<file path="src/design/imconv_pkg.sv">
// Shared constants, codes and controller/datapath interface types for the convolution block.
package imconv_pkg;

    // Storage geometry
    localparam int MAX_WIDTH  = 256;
    localparam int MAX_HEIGHT = 256;
    localparam int MAX_KERNEL = 7;

    // Field widths
    localparam int COORD_W = 8;
    localparam int PIX_W   = 8;
    localparam int COEF_W  = 16;
    localparam int OUT_W   = 17;
    localparam int DIM_W   = 9;
    localparam int KSZ_W   = 3;

    // Configuration port
    localparam int CFG_ADDR_W = 2;
    localparam int CFG_DATA_W = 9;

    // Register reset values
    localparam logic [DIM_W-1:0] WIDTH_RESET  = DIM_W'(256);
    localparam logic [DIM_W-1:0] HEIGHT_RESET = DIM_W'(256);
    localparam logic [KSZ_W-1:0] KSIZE_RESET  = KSZ_W'(3);

    // Stream packing, lowest bit first
    localparam int COL_LSB   = 0;
    localparam int ROW_LSB   = COL_LSB + COORD_W;
    localparam int PIX_LSB   = ROW_LSB + COORD_W;
    localparam int COEF_LSB  = PIX_LSB + PIX_W;
    localparam int S_TDATA_W = 40;
    localparam int S_TUSER_W = 2;
    localparam int M_TDATA_W = 24;

    // Memories
    localparam int IMG_DEPTH = MAX_WIDTH * MAX_HEIGHT;
    localparam int IMG_AW    = $clog2(IMG_DEPTH);
    localparam int KER_DEPTH = MAX_KERNEL * MAX_KERNEL;
    localparam int KER_AW    = $clog2(KER_DEPTH);
    localparam int KIDX_W    = $clog2(MAX_KERNEL);

    // Arithmetic
    localparam int POS_W      = COORD_W + 2;
    localparam int PROD_W     = PIX_W + 1 + COEF_W;
    localparam int ACC_W      = 32;
    localparam int FRAC_BITS  = 12;
    localparam int ROUND_HALF = 2048;
    localparam logic [OUT_W-1:0] OUT_MAX = '1;

    // Operation codes carried on tuser
    typedef enum logic [S_TUSER_W-1:0] {
        OP_STORE_PIXEL = 2'd0,
        OP_STORE_COEF  = 2'd1,
        OP_COMPUTE     = 2'd2
    } opcode_t;

    // Configuration register indexes
    typedef enum logic [CFG_ADDR_W-1:0] {
        CFG_IMAGE_WIDTH  = 2'd0,
        CFG_IMAGE_HEIGHT = 2'd1,
        CFG_KERNEL_SIZE  = 2'd2
    } cfg_index_t;

    typedef enum logic [1:0] {
        ST_IDLE,
        ST_TAPS,
        ST_DRAIN,
        ST_FINISH
    } state_t;

    // Controller to datapath
    typedef struct packed {
        logic              in_ready;
        logic              tap_issue;
        logic [KIDX_W-1:0] tap_col;
        logic [KIDX_W-1:0] tap_row;
        logic              out_load;
    } cmd_t;

    // Datapath to controller
    typedef struct packed {
        logic             pipe_busy;
        logic             out_free;
        logic [KSZ_W-1:0] ksize;
    } sts_t;

endpackage

</file>
<file path="src/design/imconv_ctrl.sv">
// Sequencer for the convolution block: walks the kernel taps and hands off the result.
module imconv_ctrl (
    input  logic                             aclk,
    input  logic                             aresetn,
    input  logic                             s_tvalid,
    input  logic [imconv_pkg::S_TUSER_W-1:0] s_tuser,
    input  imconv_pkg::sts_t                 sts,
    output imconv_pkg::cmd_t                 cmd
);

    imconv_pkg::state_t state_reg, state_next;
    logic [imconv_pkg::KIDX_W-1:0] col_reg, col_next;
    logic [imconv_pkg::KIDX_W-1:0] row_reg, row_next;
    logic [imconv_pkg::KIDX_W-1:0] k_last;
    logic start;
    logic last_col;
    logic last_row;

    assign k_last   = imconv_pkg::KIDX_W'(sts.ksize - imconv_pkg::KSZ_W'(1));
    assign start    = s_tvalid && (state_reg == imconv_pkg::ST_IDLE)
                      && (s_tuser == imconv_pkg::OP_COMPUTE);
    assign last_col = (col_reg == k_last);
    assign last_row = (row_reg == k_last);

    // State and tap counters
    always_ff @(posedge aclk) begin
        if (!aresetn) begin
            state_reg <= imconv_pkg::ST_IDLE;
            col_reg   <= '0;
            row_reg   <= '0;
        end else begin
            state_reg <= state_next;
            col_reg   <= col_next;
            row_reg   <= row_next;
        end
    end

    // Next state
    always_comb begin
        state_next = state_reg;
        unique case (state_reg)
            imconv_pkg::ST_IDLE: begin
                if (start) state_next = imconv_pkg::ST_TAPS;
            end
            imconv_pkg::ST_TAPS: begin
                if (last_col && last_row) state_next = imconv_pkg::ST_DRAIN;
            end
            imconv_pkg::ST_DRAIN: begin
                if (!sts.pipe_busy) state_next = imconv_pkg::ST_FINISH;
            end
            imconv_pkg::ST_FINISH: begin
                if (sts.out_free) state_next = imconv_pkg::ST_IDLE;
            end
        endcase
    end

    // Tap walk: column fastest, then row
    always_comb begin
        col_next = col_reg;
        row_next = row_reg;
        if (start) begin
            col_next = '0;
            row_next = '0;
        end else if (state_reg == imconv_pkg::ST_TAPS) begin
            if (last_col) begin
                col_next = '0;
                if (!last_row) row_next = row_reg + imconv_pkg::KIDX_W'(1);
            end else begin
                col_next = col_reg + imconv_pkg::KIDX_W'(1);
            end
        end
    end

    // Outputs; nothing is taken in while reset is held
    always_comb begin
        cmd           = '0;
        cmd.in_ready  = (state_reg == imconv_pkg::ST_IDLE) && aresetn;
        cmd.tap_issue = (state_reg == imconv_pkg::ST_TAPS);
        cmd.tap_col   = col_reg;
        cmd.tap_row   = row_reg;
        cmd.out_load  = (state_reg == imconv_pkg::ST_FINISH) && sts.out_free;
    end

`ifndef NO_ASSERTIONS
    // New items only enter once the multiply-accumulate pipe is empty
    a_ready_when_drained: assert property (@(posedge aclk) disable iff (!aresetn)
        cmd.in_ready |-> !sts.pipe_busy)
        else $error("input ready while taps still in flight");

    // Tap counters stay inside the kernel
    a_tap_in_kernel: assert property (@(posedge aclk) disable iff (!aresetn)
        (state_reg == imconv_pkg::ST_TAPS) |-> (col_reg <= k_last) && (row_reg <= k_last))
        else $error("tap counter beyond kernel size");

    // The sum is not taken while products are pending
    a_drain_waits: assert property (@(posedge aclk) disable iff (!aresetn)
        (state_reg == imconv_pkg::ST_DRAIN) && sts.pipe_busy
        |=> (state_reg == imconv_pkg::ST_DRAIN))
        else $error("drain left with products pending");

    // A result waits while the output register is still held
    a_finish_holds: assert property (@(posedge aclk) disable iff (!aresetn)
        (state_reg == imconv_pkg::ST_FINISH) && !sts.out_free
        |=> (state_reg == imconv_pkg::ST_FINISH))
        else $error("result dropped while output register full");
`endif

endmodule

</file>
<file path="config.mk">
export PLATFORM = sky130hd
export DESIGN_NAME = imconv_ctrl
export DESIGN_NICKNAME = d
export VERILOG_FILES = /design/src/design/imconv_pkg.sv /design/src/design/imconv_ctrl.sv
export SDC_FILE = /design/constraint.sdc
export NUM_CORES = 1
export LEC_CHECK = 0
export BUFFER_PORTS_ARGS = -buffer_cell sky130_fd_sc_hd__clkbuf_2
export CORE_AREA = 2 2 39 41
export CTS_CLUSTER_SIZE = 40
export DETAILED_ROUTE_END_ITERATION = 8
export DIE_AREA = 0 0 41 43
export GPL_TIMING_DRIVEN = 0
export PLACE_DENSITY = 0.7
export SYNTH_ARGS = -nofsm -noshare
export SYNTH_HDL_FRONTEND = slang
export SYNTH_SLANG_ARGS = --single-unit
</file>
<file path="constraint.sdc">
create_clock -name aclk -period 2.4 [get_ports aclk]
set_input_delay 0.12 -clock aclk [delete_from_list [all_inputs] [get_ports aclk]]
set_output_delay 0.12 -clock aclk [all_outputs]
set_load 0.03 [all_outputs]
</file>
==> results.ini, run 1 <==
[status]
status = complete, no violations

[sta]
rsz0062_at_grt = false
final.min_clock_period_ns = 2.003
setup_viol = 0
min_period_over_period_pct = 83.45
fin_tns_setup_ns = 0
final_max_slew_viol_count = 0
hold_viol_final = 0
relSlewSlack_pct = 72.06
worst_slew_pin_slew_ns = 0.4148
fin_skew_ns = 0.004110
fmax_ghz = 0.4993

[place]
numPortBuffers = 18
gp_congestion = 0.6923
hpwl_um = 892.7

[power]
power.leakage_uw = 0.0003564
total_power_uw = 524.3
ir_worst_vdd_v = 0.0003675
p_per_area_nw_per_um2 = 733.9

[global_route]
grt_pass1_wl_mm = 1.814
grt_pass1_vias = 483
grt_max_degree = 8
grt_antenna_before_repair = 0
grt_usage_pct = 15.38
overflow = 0

[route]
num_vias = 519
final_antenna_net_count = 0
wl_mm = 1.073
drcViolationCount = 0
viasPerCell = 5.190
post_drt_wl_per_cell_um = 10.73
drt_pre_antenna_iters = 4
detail_route.iter0.violations = 2

[critical_path]
end_kind = register
r2r_slack_ns = 0.40
cpPeakStageDelay_ns = 0.59
critPathRequiredTime_ns = 2.59
worst_path_max_delay_cell = or4b_4
cp-start-kind = register
path_cells = xor3_1, or4b_4, or4_1, a21oi_1
cp.arrival_ns = 2.19
cp_max_fo = 7
crit_start = col_reg[2]$_SDFFE_PP0P_
regToRegStartpoint = col_reg[2]$_SDFFE_PP0P_
reg2reg_to = row_reg[2]$_SDFFE_PP0P_
endpoint = row_reg[2]$_SDFFE_PP0P_
r2r_cells = 4
worstSetupPathType = reg2reg

[logic_synthesis]
synth_area_um2 = 581.8
synth_edf_count = 0
synth_top_area_share_pct = 27.53
synth.distinct_cells = 27
synth_flop_cell = dfxtp_1
synthArstFlopShare_pct = 0
synth_area_leaders = dfxtp_1, ha_1, mux2i_1
synth.largest_area_cell = dfxtp_1
syn_inst = 63
syn_area_per_cell_um2 = 9.235
yosys_warnings = 0
yosys_register_bits = 8
ys_top_cells_by_count = dfxtp_1, ha_1, inv_1
syn_nets = 80
yosysMostFrequentCell = dfxtp_1
seq_area_frac_synth_pct = 27.53

[min_path]
hold_class = in2reg
hold_depth = 3

[clocking]
cts_sinks = 8
cts.clk_slew.worst_paths_ns = 0.05
cts_buffers = 3
clk_latency_ns = 0.26
post_cts_buffers = 0
cts_tree = done
cts_buffer_depth = 2
postCtsHoldBufs = 0
root_buffer = clkbuf_4
h-tree-depth = 1
cts_resized = 0

[floorplanning]
io_pins = 19
die_width_um = 41
die_area_um2 = 1763
start_util_pct = 42.04
row_count = 14
die-height_um = 43
core_um2 = 1384

[final_layout]
diodes = 0
final_util_pct = 51.63
area_delta_synth_final_pct = 22.80
drive_gt1_share_pct = 26.19
finalNetCount = 103
fillers = 145

[run]
maxCapViolations = 0

[through the flow]
step | setup WS (ns) | cells | area [µm²] | hold WS [ns]
floorplan | 0.2381 | 63 | 581.8 | 0.2655
global placement | 0.3086 | 97 | 691.9 | 0.4288
detailed placement | 0.2763 | 97 | 691.9 | 0.4339
CTS | 0.3876 | 100 | 714.4 | 0.1645
global route | 0.2963 | 100 | 714.4 | 0.1851
finish | 0.3973 | 100 | 714.4 | 0.1617
[cell type report]
class                      count  area [µm²]  share of cell area (%)
clock buffer                   3       22.52                   3.152
buffer                         1       3.754                  0.5254
tap                           16       20.02                   2.802
inverter                       6       22.52                   3.152
sequential                     8       160.2                   22.42
timing repair buffer          18       90.09                   12.61
multi-input combinational     48       395.4                   55.34
[logic make-up after synthesis]
| family | Yosys count | synth area share [%] |
|---|---|---|
| simple gates | 19 | 19.57 |
| compound gates | 11 | 11.18 |
| xor+xnor | 8 | 16.99 |
| flops | 8 | 27.53 |
| buf+inv | 7 | 4.515 |
| fa+ha+maj | 7 | 15.05 |
| mux | 3 | 5.161 |
[worst max-delay path: cells and delay by family (launching register included)]
kind | cells | cell delay (ns)
and+or+nand+nor | 2 | 1.01
xor gates and xnor gates | 1 | 0.43
DFF | 1 | 0.36
AOI/OAI and AO/OA | 1 | 0.14
[worst min-delay path by stage]
| stage | from | end | slack, ns |
|---|---|---|---|
| 3_3_place_gp | aresetn | state_reg[1]$_SDFFE_PN0P_ | 0.43 |
| 4_1_cts | aresetn | state_reg[0]$_SDFFE_PN0P_ | 0.16 |
| 3_5_place_dp | aresetn | state_reg[0]$_SDFFE_PN0P_ | 0.43 |
| 5_1_grt | aresetn | state_reg[1]$_SDFFE_PN0P_ | 0.19 |
| 2_1_floorplan | aresetn | state_reg[1]$_SDFFE_PN0P_ | 0.27 |
| 6_report | aresetn | state_reg[1]$_SDFFE_PN0P_ | 0.16 |
[layout by cell type, fill, tap and decap left out, types with 4 or more instances in the layout]
cell      netlist  layout
clkbuf_2        0      18
ha_1            7       7
dfxtp_1         8       8
nand2_1         4       4
o21ai_0         4       4
inv_1           6       6
[layer usage]
metal,routed length [µm],share of wire [%],GRT usage (%),vias up
met5,0,0,0,-
met4,44,4.1,12.00,0
li1,-,-,-,265
met3,64,6.0,3.141,5
met1,441,41,19.03,231
met2,523,49,21.88,18
[report_power, final]
part	total (µW)	switching (µW)	leakage (µW)	internal (µW)
Clock	104	46.6	0.0000138	57.3
Combinational	243	140	0.000278	103
Sequential	177	24.1	0.0000648	153
Total	524	211	0.000356	314
(Power assumes the default switching activity.)
==> run 2: changes to the inputs <==
==> constraint.sdc (replaced) <==
create_clock -name aclk -period 1.85 [get_ports aclk]
set_input_delay 0.0925 -clock aclk [delete_from_list [all_inputs] [get_ports aclk]]
set_output_delay 0.0925 -clock aclk [all_outputs]
set_load 0.03 [all_outputs]
==> results.ini, run 2 (synthesis gave the netlist of run 1 again) <==
[sta]
final_max_slew_viol_count = 0  ; unchanged
fmax_ghz = 0.5646
hold_viol_final = 0  ; unchanged
min_period_over_period_pct = 95.74
final.min_clock_period_ns = 1.771
rsz0062_at_grt = false
worst_slew_pin_slew_ns = 0.4477  ; +0.03296 ns
fin_skew_ns = 0.01504  ; +0.01093 ns
relSlewSlack_pct = 69.84  ; -2.2 points
setup_viol = 0  ; unchanged

[place]
gp_congestion = 0.7416  ; +7.1%
hpwl_um = 848.9  ; -4.9%
numPortBuffers = 18  ; unchanged

[global_route]
grt_antenna_before_repair = 0  ; unchanged
grt_usage_pct = 15.49  ; +0.12 points
grt_max_degree = 8  ; unchanged
grt_pass1_vias = 426  ; -12%
grt_pass1_wl_mm = 1.725  ; -4.9%
overflow = 0  ; unchanged

[floorplanning]
core_um2 = 1384  ; unchanged
die-height_um = 43  ; unchanged
die_area_um2 = 1763  ; unchanged
start_util_pct = 42.04  ; unchanged
die_width_um = 41  ; unchanged
row_count = 14  ; unchanged
io_pins = 19  ; unchanged

[final_layout]
area_delta_synth_final_pct = 26.67
layout_commonest_cell = clkbuf_2
final_util_pct = 53.25  ; +1.6 points
final_cell_mix = clkbuf_2, inv_1, ha_1, dfxtp_1
drive_gt1_share_pct = 29.41  ; +3.2 points
diodes = 0  ; unchanged
finalNetCount = 103  ; unchanged

[critical_path]
cp-start-kind = input pin
cp_max_fo = 7  ; unchanged
crit_start = sts[0]
r2r_slack_ns = 0.10  ; -0.30 ns
r2r_cells = 4  ; unchanged
worstSetupPathType = in2reg
reg2reg_to = row_reg[2]$_SDFFE_PP0P_
cp.arrival_ns = 1.97  ; -0.22 ns
end_kind = register
cpPeakStageDelay_ns = 0.53  ; -0.06 ns
critPathRequiredTime_ns = 2.05  ; -0.54 ns
regToRegStartpoint = col_reg[2]$_SDFFE_PP0P_
worst_path_max_delay_cell = or4b_4
path_cells = clkbuf_2, inv_1, ha_1, xor3_1, or4b_4, or4_1, a21oi_1

[route]
num_vias = 502  ; -3.3%
post_drt_wl_per_cell_um = 10.88  ; +1.4%
drt_pre_antenna_iters = 1  ; -3
detail_route.iter0.violations = 0  ; -2
viasPerCell = 4.970  ; -4.2%
wl_mm = 1.099  ; +2.4%
final_antenna_net_count = 0  ; unchanged
drcViolationCount = 0  ; unchanged

[power]
total_power_uw = 716.4  ; +37%
p_int_uw = 428.8  ; +37%
switching_share_pct = 40.15  ; about the same
seq_power_share_pct = 32.4  ; -1.4 points
power.leakage_uw = 0.0003585  ; +0.61%
p_switching_uw = 287.6  ; +37%
p_per_area_nw_per_um2 = 972.2  ; +32%
comb_power_share_pct = 46.8  ; +0.4 points
p_clk_share_pct = 20.8  ; +1.0 points
ir_worst_vdd_v = 0.0007039  ; +92%

[min_path]
worstHoldStart = aresetn
hold_depth = 3  ; unchanged
hold_class = in2reg
whs_endpoint = state_reg[1]$_SDFFE_PN0P_

[status]
status = complete, no violations

[clocking]
cts_sinks = 8  ; unchanged
cts.clk_slew.worst_paths_ns = 0.06  ; about the same
post_cts_buffers = 0  ; unchanged
cts_resized = 0  ; unchanged
h-tree-depth = 1  ; unchanged
cts_tree = done
postCtsHoldBufs = 0  ; unchanged
cts_buffers = 3  ; unchanged
root_buffer = clkbuf_4
clk_latency_ns = 0.27  ; about the same
cts_buffer_depth = 2  ; unchanged

[run]
maxCapViolations = 0  ; unchanged

-- run 2: cell types whose count changed in the layout (fill, tap and decap cells not counted), sizes merged --
cell	previous run	this run
clkbuf	22	23
-- run 2: power groups by stage --
stage	sequential (µW)	clock, µW	combinational [µW]
finish	232	149	335
global route	237	170	373
CTS	228	157	322
detailed placement	233	0	321
global placement	231	0	314
floorplan	248	0	233
-- run 2: worst max-delay path by stage --
stage / end / slack (ns) / depth (start not counted)
global route: state_reg[0]$_SDFFE_PN0P_ / 0.004 / 6
detailed placement: row_reg[2]$_SDFFE_PP0P_ / -0.22 / 7
global placement: row_reg[2]$_SDFFE_PP0P_ / -0.17 / 7
floorplan: row_reg[2]$_SDFFE_PP0P_ / 0.01 / 4
CTS: row_reg[2]$_SDFFE_PP0P_ / 0.04 / 5
finish: row_reg[2]$_SDFFE_PP0P_ / 0.08 / 7
-- run 2: layout make-up --
class	instances	area (µm²)
Inverter	6	22.52
Buffer	1	3.754
Timing Repair Buffer	18	90.09
Multi-Input combinational cell	48	409.1
Clock buffer	4	26.28
Fill cell	139	646.9
Sequential cell	8	165.2
Tap cell	16	20.02
-- run 2: layer usage --
metal	vias up	wire [µm]	GRT usage, %
met2	10	542	21.25
met3	5	58	7.853
met4	0	36	12.00
li1	262	-	-
met1	225	462	17.15
met5	-	0	0
-- run 2: critical path, delay by kind of cell --
family | cells | cell delay (ns)
buffers and inverters | 2 | 0.18
AND/OR/NAND/NOR | 2 | 0.94
AO/OA/AOI/OAI | 1 | 0.15
XOR/XNOR | 1 | 0.38
adder cells (fa/ha/maj) | 1 | 0.23
-- run 2: stage by stage --
step           setup TNS (ns)  instances  hold WS, ns  worst slack (ns)  cell area (µm²)
2_1_floorplan               0         63       0.2380           0.01253            589.3
3_3_place_gp          -0.3461         97       0.3890           -0.1744            699.4
3_5_place_dp          -0.4484         97       0.3934           -0.2160            699.4
4_1_cts                     0        101       0.1170           0.04442            725.7
5_1_grt                     0        101       0.1394          0.003938            737.0
6_report                    0        101       0.1272           0.07888            737.0
